==> src/rtl/cbec_pkg.sv <==
// ----------------------------------------------------------------------------
// cbec_pkg - shared types and constants for the bit-serial crc block
// Item and result words, command classes, register indexes and sizes.
// ----------------------------------------------------------------------------
`default_nettype none

package cbec_pkg;

  localparam int MAX_DEGREE_DEFAULT = 32;
  localparam int ITEM_Q_DEPTH       = 4;
  localparam int CFG_IDX_W          = 1;
  localparam int CFG_DATA_W         = 32;
  localparam int GEN_LOW_W          = 32;
  localparam int DEG_CFG_W          = 6;
  localparam int REM_OUT_W          = 32;

  localparam logic [CFG_IDX_W-1:0] REG_GEN_LOW = 1'b0;
  localparam logic [CFG_IDX_W-1:0] REG_GEN_DEG = 1'b1;

  localparam logic [GEN_LOW_W-1:0] GEN_LOW_RESET = '0;
  localparam logic [DEG_CFG_W-1:0] GEN_DEG_RESET = 6'd1;

  // command class decided at the front
  typedef enum logic [1:0] {
    OP_ENC,
    OP_ENC_LAST,
    OP_CHK,
    OP_CHK_LAST
  } op_t;

  typedef struct packed {
    op_t  op;
    logic data_bit;
  } item_t;

  typedef struct packed {
    logic  valid;
    item_t item;
  } head_t;

  typedef struct packed {
    logic                 code_bit;
    logic                 is_check_bit;
    logic                 end_of_run;
    logic                 is_verdict;
    logic [REM_OUT_W-1:0] remainder_value;
    logic                 error_found;
  } result_t;

  typedef enum logic [1:0] {
    ST_RUN,
    ST_FLUSH,
    ST_EMIT
  } back_state_t;

endpackage

`default_nettype wire

==> src/rtl/cbec_front.sv <==
// ----------------------------------------------------------------------------
// cbec_front - input side of the crc block
// Takes input words, classifies them and holds them in a short queue.
// ----------------------------------------------------------------------------
`default_nettype none

module cbec_front (
  input  wire logic           clk,
  input  wire logic           rst,
  input  wire logic           push,
  output logic                full,
  input  wire logic           command,
  input  wire logic           data_bit,
  input  wire logic           last_bit,
  output cbec_pkg::head_t     head,
  input  wire logic           take
);

  localparam int Depth = cbec_pkg::ITEM_Q_DEPTH;
  localparam int PtrW  = (Depth > 1) ? $clog2(Depth) : 1;
  localparam int CntW  = $clog2(Depth + 1);

  cbec_pkg::item_t           q_mem [Depth];
  logic [PtrW-1:0]           wr_ptr;
  logic [PtrW-1:0]           rd_ptr;
  logic [CntW-1:0]           count;
  cbec_pkg::item_t           item_in;
  logic                      push_ok;
  logic                      take_ok;

  always_comb begin
    item_in.data_bit = data_bit;
    unique case ({command, last_bit})
      2'b00:   item_in.op = cbec_pkg::OP_ENC;
      2'b01:   item_in.op = cbec_pkg::OP_ENC_LAST;
      2'b10:   item_in.op = cbec_pkg::OP_CHK;
      2'b11:   item_in.op = cbec_pkg::OP_CHK_LAST;
      default: item_in.op = cbec_pkg::OP_ENC;
    endcase
  end

  assign full    = (count == CntW'(Depth));
  assign push_ok = push && !full;
  assign take_ok = take && (count != '0);

  assign head.valid = (count != '0);
  assign head.item  = q_mem[rd_ptr];

  always_ff @(posedge clk) begin
    if (push_ok) begin
      q_mem[wr_ptr] <= item_in;
    end
  end

  always_ff @(posedge clk) begin
    if (rst) begin
      wr_ptr <= '0;
      rd_ptr <= '0;
      count  <= '0;
    end else begin
      if (push_ok) begin
        wr_ptr <= (wr_ptr == PtrW'(Depth - 1)) ? '0 : wr_ptr + PtrW'(1);
      end
      if (take_ok) begin
        rd_ptr <= (rd_ptr == PtrW'(Depth - 1)) ? '0 : rd_ptr + PtrW'(1);
      end
      if (push_ok && !take_ok) begin
        count <= count + CntW'(1);
      end else if (take_ok && !push_ok) begin
        count <= count - CntW'(1);
      end
    end
  end

endmodule

`default_nettype wire

==> src/rtl/cbec_back.sv <==
// ----------------------------------------------------------------------------
// cbec_back - divider and result side of the crc block
// Runs the remainder register, the crc tail sequencer and the result queue.
// ----------------------------------------------------------------------------
`default_nettype none

module cbec_back #(
  parameter int MAX_DEGREE = cbec_pkg::MAX_DEGREE_DEFAULT
) (
  input  wire logic                              clk,
  input  wire logic                              rst,
  input  wire logic [cbec_pkg::GEN_LOW_W-1:0]    gen_low,
  input  wire logic [cbec_pkg::DEG_CFG_W-1:0]    gen_degree,
  input  wire cbec_pkg::head_t                   head,
  output logic                                   take,
  input  wire logic                              pop,
  output logic                                   empty,
  output cbec_pkg::result_t                      result
);

  localparam int DegW = $clog2(MAX_DEGREE + 1);
  localparam int IdxW = (MAX_DEGREE > 1) ? $clog2(MAX_DEGREE) : 1;
  localparam logic [6:0] MaxDeg7 = 7'(MAX_DEGREE);

  cbec_pkg::back_state_t     state;
  cbec_pkg::back_state_t     state_next;
  logic [MAX_DEGREE-1:0]     rem;
  logic [MAX_DEGREE-1:0]     rem_next;
  logic [DegW-1:0]           cnt;
  logic [DegW-1:0]           cnt_next;

  logic [6:0]                deg7;
  logic [6:0]                eff7;
  logic [DegW-1:0]           eff;
  logic [DegW-1:0]           dm1;
  logic [IdxW-1:0]           top_idx;
  logic [MAX_DEGREE-1:0]     mask;
  logic [63:0]               gen64;
  logic [MAX_DEGREE-1:0]     gen_m;
  logic [MAX_DEGREE-1:0]     sh_base;
  logic [MAX_DEGREE-1:0]     sh_fb;
  logic [MAX_DEGREE-1:0]     sh_in;
  logic [MAX_DEGREE-1:0]     sh_zero;
  logic [63:0]               sh_in64;

  cbec_pkg::result_t         res;
  logic                      res_wr;

  // result queue, two words
  cbec_pkg::result_t         oq [2];
  logic                      oq_wp;
  logic                      oq_rp;
  logic [1:0]                oq_cnt;
  logic                      pop_ok;
  logic                      room;

  // effective degree, clamped to one .. MAX_DEGREE
  always_comb begin
    deg7 = {1'b0, gen_degree};
    if (deg7 == 7'd0) begin
      eff7 = 7'd1;
    end else if (deg7 > MaxDeg7) begin
      eff7 = MaxDeg7;
    end else begin
      eff7 = deg7;
    end
  end

  assign eff     = DegW'(eff7);
  assign dm1     = eff - DegW'(1);
  assign top_idx = dm1[IdxW-1:0];

  always_comb begin
    for (int i = 0; i < MAX_DEGREE; i++) begin
      mask[i] = (DegW'(i) < eff);
    end
  end

  assign gen64   = {32'b0, gen_low};
  assign gen_m   = gen64[MAX_DEGREE-1:0] & mask;
  assign sh_base = (rem << 1) & mask;
  assign sh_fb   = rem[top_idx] ? gen_m : '0;
  assign sh_in   = (sh_base | MAX_DEGREE'(head.item.data_bit)) ^ sh_fb;
  assign sh_zero = sh_base ^ sh_fb;
  assign sh_in64 = 64'(sh_in);

  assign empty  = (oq_cnt == 2'd0);
  assign pop_ok = pop && !empty;
  assign room   = (oq_cnt != 2'd2) || pop_ok;
  assign result = oq[oq_rp];

  always_comb begin
    state_next = state;
    rem_next   = rem;
    cnt_next   = cnt;
    take       = 1'b0;
    res_wr     = 1'b0;
    res        = '0;
    unique case (state)
      cbec_pkg::ST_RUN: begin
        if (head.valid) begin
          unique case (head.item.op)
            cbec_pkg::OP_ENC: begin
              if (room) begin
                take         = 1'b1;
                rem_next     = sh_in;
                res_wr       = 1'b1;
                res.code_bit = head.item.data_bit;
              end
            end
            cbec_pkg::OP_ENC_LAST: begin
              if (room) begin
                take         = 1'b1;
                rem_next     = sh_in;
                res_wr       = 1'b1;
                res.code_bit = head.item.data_bit;
                cnt_next     = '0;
                state_next   = cbec_pkg::ST_FLUSH;
              end
            end
            cbec_pkg::OP_CHK: begin
              take     = 1'b1;
              rem_next = sh_in;
            end
            cbec_pkg::OP_CHK_LAST: begin
              if (room) begin
                take                = 1'b1;
                rem_next            = '0;
                res_wr              = 1'b1;
                res.end_of_run      = 1'b1;
                res.is_verdict      = 1'b1;
                res.remainder_value = sh_in64[cbec_pkg::REM_OUT_W-1:0];
                res.error_found     = |sh_in;
              end
            end
            default: begin
              take = 1'b0;
            end
          endcase
        end
      end
      cbec_pkg::ST_FLUSH: begin
        // shift in degree zeros to form the crc
        rem_next = sh_zero;
        if (cnt == dm1) begin
          cnt_next   = '0;
          state_next = cbec_pkg::ST_EMIT;
        end else begin
          cnt_next = cnt + DegW'(1);
        end
      end
      cbec_pkg::ST_EMIT: begin
        if (room) begin
          res_wr           = 1'b1;
          res.code_bit     = rem[top_idx];
          res.is_check_bit = 1'b1;
          res.end_of_run   = (cnt == dm1);
          rem_next         = sh_base;
          if (cnt == dm1) begin
            rem_next   = '0;
            cnt_next   = '0;
            state_next = cbec_pkg::ST_RUN;
          end else begin
            cnt_next = cnt + DegW'(1);
          end
        end
      end
      default: begin
        state_next = cbec_pkg::ST_RUN;
      end
    endcase
  end

  always_ff @(posedge clk) begin
    if (rst) begin
      state <= cbec_pkg::ST_RUN;
      rem   <= '0;
      cnt   <= '0;
    end else begin
      state <= state_next;
      rem   <= rem_next;
      cnt   <= cnt_next;
    end
  end

  always_ff @(posedge clk) begin
    if (res_wr) begin
      oq[oq_wp] <= res;
    end
  end

  always_ff @(posedge clk) begin
    if (rst) begin
      oq_wp  <= 1'b0;
      oq_rp  <= 1'b0;
      oq_cnt <= 2'd0;
    end else begin
      if (res_wr) begin
        oq_wp <= ~oq_wp;
      end
      if (pop_ok) begin
        oq_rp <= ~oq_rp;
      end
      if (res_wr && !pop_ok) begin
        oq_cnt <= oq_cnt + 2'd1;
      end else if (pop_ok && !res_wr) begin
        oq_cnt <= oq_cnt - 2'd1;
      end
    end
  end

endmodule

`default_nettype wire

==> src/rtl/crc_bit_serial_encode_check.sv <==
// ----------------------------------------------------------------------------
// crc_bit_serial_encode_check - bit-serial crc encoder and checker
// Programmable generator and degree; one message bit per word.
// ----------------------------------------------------------------------------
// Input words (command, data_bit, last_bit) go in through push/full; result
// words come out through empty/pop, oldest first. The generator is written
// on the cfg channel (index 0 low coefficients, index 1 degree) while idle,
// a rule on the user that the block does not enforce; cfg_ready is always high.
// A word enters a four-deep queue, the divider takes one word a cycle from
// it while it is not busy with a crc tail and, but for a non-last check word,
// the output queue has room; its result sits in a two-word output queue
// and is registered there before it reaches the result ports. Encode and
// check bits run at one bit per cycle under the same conditions. After an
// encode word marked last, the remainder register first shifts in d zeros
// and then shifts the d crc bits out, one per cycle while the output queue
// has room. A check word marked last gives one verdict word with the remainder.
// Reset empties both queues, clears the remainder and sets the generator
// to zero with degree one. When the receiver stops popping, the output
// queue fills, the divider halts at the next word that needs a result slot
// and the input queue raises full after four more words.
// ----------------------------------------------------------------------------
`default_nettype none

module crc_bit_serial_encode_check #(
  parameter int MAX_DEGREE = cbec_pkg::MAX_DEGREE_DEFAULT
) (
  input  wire logic                              clk,
  input  wire logic                              rst,
  input  wire logic                              push,
  output logic                                   full,
  input  wire logic                              command,
  input  wire logic                              data_bit,
  input  wire logic                              last_bit,
  input  wire logic                              pop,
  output logic                                   empty,
  output logic                                   code_bit,
  output logic                                   is_check_bit,
  output logic                                   end_of_run,
  output logic                                   is_verdict,
  output logic [cbec_pkg::REM_OUT_W-1:0]         remainder_value,
  output logic                                   error_found,
  input  wire logic                              cfg_valid,
  output logic                                   cfg_ready,
  input  wire logic [cbec_pkg::CFG_IDX_W-1:0]    cfg_index,
  input  wire logic [cbec_pkg::CFG_DATA_W-1:0]   cfg_data
);

  logic [cbec_pkg::GEN_LOW_W-1:0]  gen_low;
  logic [cbec_pkg::DEG_CFG_W-1:0]  gen_degree;
  cbec_pkg::head_t                 head;
  logic                            take;
  cbec_pkg::result_t               result;

  assign cfg_ready = 1'b1;

  always_ff @(posedge clk) begin
    if (rst) begin
      gen_low    <= cbec_pkg::GEN_LOW_RESET;
      gen_degree <= cbec_pkg::GEN_DEG_RESET;
    end else if (cfg_valid && cfg_ready) begin
      unique case (cfg_index)
        cbec_pkg::REG_GEN_LOW: gen_low    <= cfg_data[cbec_pkg::GEN_LOW_W-1:0];
        cbec_pkg::REG_GEN_DEG: gen_degree <= cfg_data[cbec_pkg::DEG_CFG_W-1:0];
        default:               gen_low    <= gen_low;
      endcase
    end
  end

  cbec_front u_front (
    .clk      (clk),
    .rst      (rst),
    .push     (push),
    .full     (full),
    .command  (command),
    .data_bit (data_bit),
    .last_bit (last_bit),
    .head     (head),
    .take     (take)
  );

  cbec_back #(
    .MAX_DEGREE (MAX_DEGREE)
  ) u_back (
    .clk        (clk),
    .rst        (rst),
    .gen_low    (gen_low),
    .gen_degree (gen_degree),
    .head       (head),
    .take       (take),
    .pop        (pop),
    .empty      (empty),
    .result     (result)
  );

  assign code_bit        = result.code_bit;
  assign is_check_bit    = result.is_check_bit;
  assign end_of_run      = result.end_of_run;
  assign is_verdict      = result.is_verdict;
  assign remainder_value = result.remainder_value;
  assign error_found     = result.error_found;

`ifndef NO_ASSERTIONS
  // both queues come out of reset empty
  a_reset_empty : assert property (@(posedge clk) rst |=> (!full && empty))
    else $error("queues not empty after reset");

  // a verdict word never carries a crc bit
  a_verdict_clean : assert property (@(posedge clk) disable iff (rst)
    (!empty && is_verdict) |-> (!is_check_bit && !code_bit && end_of_run))
    else $error("verdict word carries code bits");

  // a nonzero remainder is always flagged
  a_error_flag : assert property (@(posedge clk) disable iff (rst)
    (!empty && is_verdict && (remainder_value != '0)) |-> error_found)
    else $error("nonzero remainder without error flag");
`endif

endmodule

`default_nettype wire

==> config.mk <==
export PLATFORM = sky130hd
export DESIGN_NAME = crc_bit_serial_encode_check
export DESIGN_NICKNAME = d
export VERILOG_FILES = /design/src/rtl/cbec_pkg.sv /design/src/rtl/cbec_front.sv /design/src/rtl/cbec_back.sv /design/src/rtl/crc_bit_serial_encode_check.sv
export SDC_FILE = /design/constraint.sdc
export NUM_CORES = 1
export LEC_CHECK = 0
export BUFFER_PORTS_ARGS = -buffer_cell sky130_fd_sc_hd__clkbuf_2
export CAP_MARGIN = 20
export CORE_UTILIZATION = 40
export DETAILED_ROUTE_END_ITERATION = 16
export PLACE_DENSITY_LB_ADDON = 0.25
export SETUP_SLACK_MARGIN = 0.05
export SYNTH_ARGS = -nofsm -noshare
export SYNTH_HDL_FRONTEND = slang
export SYNTH_SLANG_ARGS = --single-unit
==> constraint.sdc <==
create_clock -name clk -period 10.65 [get_ports clk]
set_input_delay 0.5325 -clock clk [delete_from_list [all_inputs] [get_ports clk]]
set_output_delay 0.5325 -clock clk [all_outputs]
set_load 0.02 [all_outputs]
Word level (Yosys, flattened, before mapping)
Memories as Yosys holds them, arrays and structs flattened. A register that Yosys moved wholly into a read port is not among the register bits. Index checks and enable logic that the tools add are counted.

Bits in registers: 89. Input port bits: 41. Memories: 2. Word-level logic and storage cells: 173. Output and inout port bits: 40. RAM bits: 86.

Memories: u_back.oq (depth 2, bits a word 37, read ports 1, clocked after Yosys merged registers in 1, wr ports 1, RTL line cbec_back.sv:50) `cbec_pkg::result_t oq [2];`; u_front.q_mem (depth 4, bits a word 3, read ports 1, clocked after Yosys merged registers in 1, wr ports 1, RTL line cbec_front.sv:23) `cbec_pkg::item_t q_mem [Depth];`.

Add/sub/neg operators: 8. Multiplexer cells: 58. Eq/ne operators: 21. Bitwise operators: 8. Reduce and logical (&&, ||, !) cells: 31. Order comparisons: 34.

Operators by type and width (number): 32-bit two-way mux (6); 32-bit one-hot mux with 3 select lines (2); 35-bit two-way mux (3); 5-bit by 6-bit < comparator with 1-bit output (first input constant) (16); 32-bit bitwise AND (2); 32-bit bitwise XOR (2); 4-bit by 6-bit < comparator with 1-bit output (first input constant) (8); 6-bit two-way mux (7); 34-bit two-way mux (1); 32-bit by 1-bit bitwise OR with 32-bit output (1); 32-bit OR reduction (1); 3-bit by 6-bit < comparator with 1-bit output (first input constant) (4); 2-bit two-way mux (12); 6-bit one-hot mux with 3 select lines (1); 1-bit two-way mux (16); 2-bit == test (second input constant) (7); 1-bit by 6-bit < comparator with 1-bit output (first input constant) (2); 2-bit by 6-bit < comparator with 1-bit output (first input constant) (2); 5-bit AND reduction (2); 3-bit two-way mux (3); 2-bit zero test (4); 2-bit by 1-bit != test with 1-bit output (second input constant) (4); 1-bit one-hot mux with 2 select lines (4); 2-bit one-hot mux with 4 select lines (1); 26 further kinds (49).

Longest topological paths before layout
Word-level depth: 13. Depth in mapped cells: 17. Gate-level depth less buffers: 13.

Cells and area by module
From an unflattened synthesis, not the netlist that was laid out.

Cells, all modules: 905. Area total of the unflattened synthesis: 9445.3 um2.

By module, submodules not included: cbec_back (cells an instance 673, times used 1, area each 6810.3 um2); crc_bit_serial_encode_check (cells an instance 167, times used 1, area each 1709.1 um2); cbec_front (cells an instance 65, times used 1, area each 925.9 um2).

Worst setup path after synthesis
OpenSTA, ideal clock, no wires.

Path kind: reg2reg. From: reg gen_degree[4] in the netlist's numbering. To: mem u_back.oq[0][0] in the netlist's numbering, data pin. Buffers on the path: 4. Arrival: 3.854 ns. Required time: 10.375 ns. Cell stages (with the launch flop): 17. Slack: 6.521 ns. Cell sequence: dfxtp_1 > buf_2 > or4_4 > a21oi_4 > ha_1 > buf_2 > mux2_2 > a2111oi_0 > a2111oi_0 > or4_4 > o21a_1 > buf_6 > buf_6 > a32oi_2 > nand2_1 > a2111oi_2 > a31oi_1.

RTL lines: from (decl) (RTL line crc_bit_serial_encode_check.sv:49) `logic [cbec_pkg::DEG_CFG_W-1:0] gen_degree;`; from (signal assigned) (RTL line crc_bit_serial_encode_check.sv:59) `gen_degree <= cbec_pkg::GEN_DEG_RESET;`; from (signal assigned) (RTL line crc_bit_serial_encode_check.sv:63) `cbec_pkg::REG_GEN_DEG: gen_degree <= cfg_data[cbec_pkg::DEG_CFG_W-1:0];`; to (decl) (RTL line cbec_back.sv:50).

==> summary.md <==
| Metric | Value |
|---|---|
| Mean post-synth cell area | `9.79 sq um` |
| Reg-to-Reg Start | `gen_degree[3]` |
| CTS Hold Buffers Added | `0` |
| Post-CTS Setup Bufs | `0` |
| VDD IR max | `0.152 mV` |
| Sequential share of power | `38.2%` |
| Achievable Freq | `174 MHz` |
| EDFF count, synth | `86` |
| Final Skew | `0.0162 ns` |
| Synth Warn # | `0` |
| Leak | `3.76 nW` |
| Switch share | `39.7%` |
| Gr ovfl total | `0` |
| Sink Count | `178` |
| WS Path Type | `flop to flop` |
| Design Power | `0.00277 W` |
| Clock root buffer | `clkbuf_16` |
| Max Cap Viol | `0` |
| PortBufs | `79` |
| Worst setup path end | `u_back.oq[0][0]` |
| Nets | `1042` |
| First-pass GRT wire length | `39100 um` |
| Worst skew pair latency | `0.44 ns` |
| Routed WL | `25000 um` |
| Filler cells | `2193` |
| Drt initial violations | `685` |
| Final hold violations | `0` |
| Final setup violating endpoints | `0` |
| Most used DFF post-synth | `dfxtp_1` |
| WL per Instance | `19.5 um` |
| Placement Setup Slack | `4.96 ns` |
| GRT Total Usage | `21.5%` |
| GPL Wtd Cong | `0.905` |
| Unrepaired setup endpoints after global routing | `no` |
| CTS resizes | `0` |
| Syn nets | `1001` |
| Seq cells post-synth | `178` |
| Rows | `55` |
| Cells after synthesis | `942` |
| TNS Setup | `0 ns` |
| Reg clk slew, reported paths | `0.07 ns` |
| Register-to-register setup slack | `4.89 ns` |
| Vias | `7301` |
| Hpwl dp | `17300 um` |
| P_sw | `0.00110 W` |
| Die width | `154 um` |
| Number of CTS-inserted buffers | `17` |
| Final min period | `5.76 ns` |
| Status | `finished clean` |
| Most common cell after layout, fill and taps aside | `nand2_1` |
| Final Max Slew Viols | `0` |
| # IOs | `81` |
| Fin util | `45.9%` |
| Initial antenna violation count | `0` |
| Via/cell ratio | `5.70` |
| Core area | `0.0226 sq mm` |
| PD cells | `266 mW/mm^2` |
| HP Class | `input port to flop` |
| Crit path max fanout | `34` |
| H-Tree Depth | `4` |
| Sequential share of the synthesized area | `48.0%` |
| Die height | `154 um` |
| Register area | `0.00442 sq mm` |
| Post-synthesis cell area | `0.00922 sq mm` |
| Clock Power Share | `23.3%` |
| Cell internal pwr | `0.00167 W` |
| Crit path DAT | `5.92 ns` |
| ANT cells | `0` |
| CP required | `10.81 ns` |
| Logic gate share of total power | `38.5%` |
| TritonRoute pass-1 iters | `5` |
| Area Overhead vs Synth | `12.8%` |
| Final Worst Setup Slack | `4.89 ns` |
| Pin slew with the least headroom to its limit | `1.03 ns` |
| DIE AREA | `0.0237 sq mm` |
| Most frequent cells in the layout | `nand2_1, nor2_1, dfxtp_1` |
| Worst slew margin | `31.3%` |
| CP Capture Type | `flop` |
| Yosys cell types | `70` |
| Area occupied by multi-input gates | `0.00443 sq mm` |
| Final period util | `54.1%` |
| CTS tree | `yes` |
| Asr flop ratio synth | `0%` |
| Initial Util | `40.7%` |
| RR Endpoint | `u_back.oq[0][0]` |
| Startpoint type of the worst setup path | `flop` |
| Share of cells above drive strength 1 | `19.1%` |
| R2R depth | `13` |
| Routed Antenna Nets | `0` |
| Residual DRC | `0` |
| Worst Setup SP | `gen_degree[3]` |
| Vias in the first global route | `6833` |
| Longest Clk Path Bufs | `2` |
| Largest net degree at the start of global routing | `88` |
## sequential cells by signal, indices dropped and copies added, names as in the netlist, named ones only
name	flops
u_back.oq_cnt	2
u_front.q_mem	12
u_back.oq_wp	1
u_front.count	3
u_back.oq	74
u_front.rd_ptr	2
u_back.rem	32
u_back.oq_rp	1
u_front.wr_ptr	2
gen_degree	6
u_back.cnt	6
gen_low	32
u_back.state	2
## per-stage QoR
stage / hold slack (ns) / instance area, sq um / instances
floorplan: 0.432 / 9220 / 942
global placement: 0.444 / 9740 / 1246
detailed placement: 0.454 / 9770 / 1247
CTS: 0.300 / 10400 / 1279
global route: 0.304 / 10400 / 1281
finish: 0.308 / 10400 / 1281
## how the worst min path moves through the flow
stage,from,slack [ns],to,cells after the start
finish,cfg_data[20],0.31,gen_low[20],3
floorplan,gen_low[0],0.43,gen_low[0],2
global route,cfg_data[24],0.30,gen_low[24],3
detailed placement,gen_low[0],0.45,gen_low[0],2
global placement,gen_low[0],0.44,gen_low[0],2
CTS,cfg_data[17],0.30,gen_low[17],3
## layout make-up
class	count	share of cell area [%]
inverter	16	0.578
sequential	178	42.5
clock inverter	14	1.62
tap	285	3.43
timing repair buffer	91	5.05
multi-input combinational	679	42.6
clock buffer	18	4.13
## critical path, stage by stage (launching register included)
cell and delay (ns):
dfxtp_1 0.57, or4_4 0.66, a21oi_4 0.26, ha_1 0.73, mux2_2 0.41, a2111oi_0 0.42
a2111oi_0 0.14, or4_4 0.75, o21a_1 0.18, buf_4 0.26, a22oi_1 0.34, nand4_1 0.14
nor4b_1 0.40, a31oi_1 0.19
## power groups by stage
| stage | registers (W) | clock network (W) | logic, W |
|---|---|---|---|
| detailed placement | 0.00107 | 0 | 0.00105 |
| floorplan | 0.00101 | 0 | 0.000787 |
| global route | 0.00107 | 0.000684 | 0.00117 |
| CTS | 0.00106 | 0.000657 | 0.00106 |
| finish | 0.00106 | 0.000646 | 0.00107 |
| global placement | 0.00107 | 0 | 0.00105 |
## cell families (layout without fill, tap and decap cells)
logic type / Yosys count / in the layout / share of synthesized area [%]
AO/OA/AOI/OAI: 227 / 227 / 17.0
XOR/XNOR: 23 / 23 / 2.33
adder cells (fa/ha/maj): 18 / 18 / 2.52
buffers and inverters: 85 / 139 / 4.25
flip-flops: 178 / 178 / 48.0
multiplexers: 61 / 61 / 7.76
other: 1 / 1 / 0.0407
AND/OR/NAND/NOR: 349 / 349 / 18.1
## cells in the mapped netlist, drive strengths merged, types with 4 or more instances
library cell | n | area, sq um
a31oi | 6 | 37.5
inv | 16 | 60.1
mux2 | 44 | 495
buf | 25 | 166
nand4 | 6 | 37.5
nor2 | 101 | 379
xor2 | 17 | 149
nor2b | 31 | 194
o2111ai | 4 | 35.0
or3 | 6 | 37.5
nand3 | 9 | 45.0
nor3 | 21 | 105
mux4 | 4 | 90.1
ha | 17 | 213
a2111oi | 8 | 77.6
a22oi | 14 | 110
mux2i | 13 | 130
and3 | 5 | 31.3
edfxtp | 86 | 2580
o21ai | 29 | 145
o211ai | 49 | 368
nor3b | 15 | 113
dfxtp | 92 | 1840
nor4b | 5 | 43.8
nand2 | 119 | 447
xnor2 | 5 | 43.8
and2 | 14 | 87.6
a221oi | 4 | 35.0
a32oi | 9 | 109
clkbuf | 44 | 165
a21oi | 70 | 362
nand2b | 4 | 25.0
a21o | 4 | 30.0
a211oi | 10 | 80.1
## routing by layer
metal  wire, um  vias up  global-route usage, %
met3       2070       36                   4.43
met4        509        0                   7.52
li1           -     3512                      -
met5          0        -                      0
met1      12500     3450                   33.4
met2       9880      303                   29.0
(Power assumes the default switching activity.)
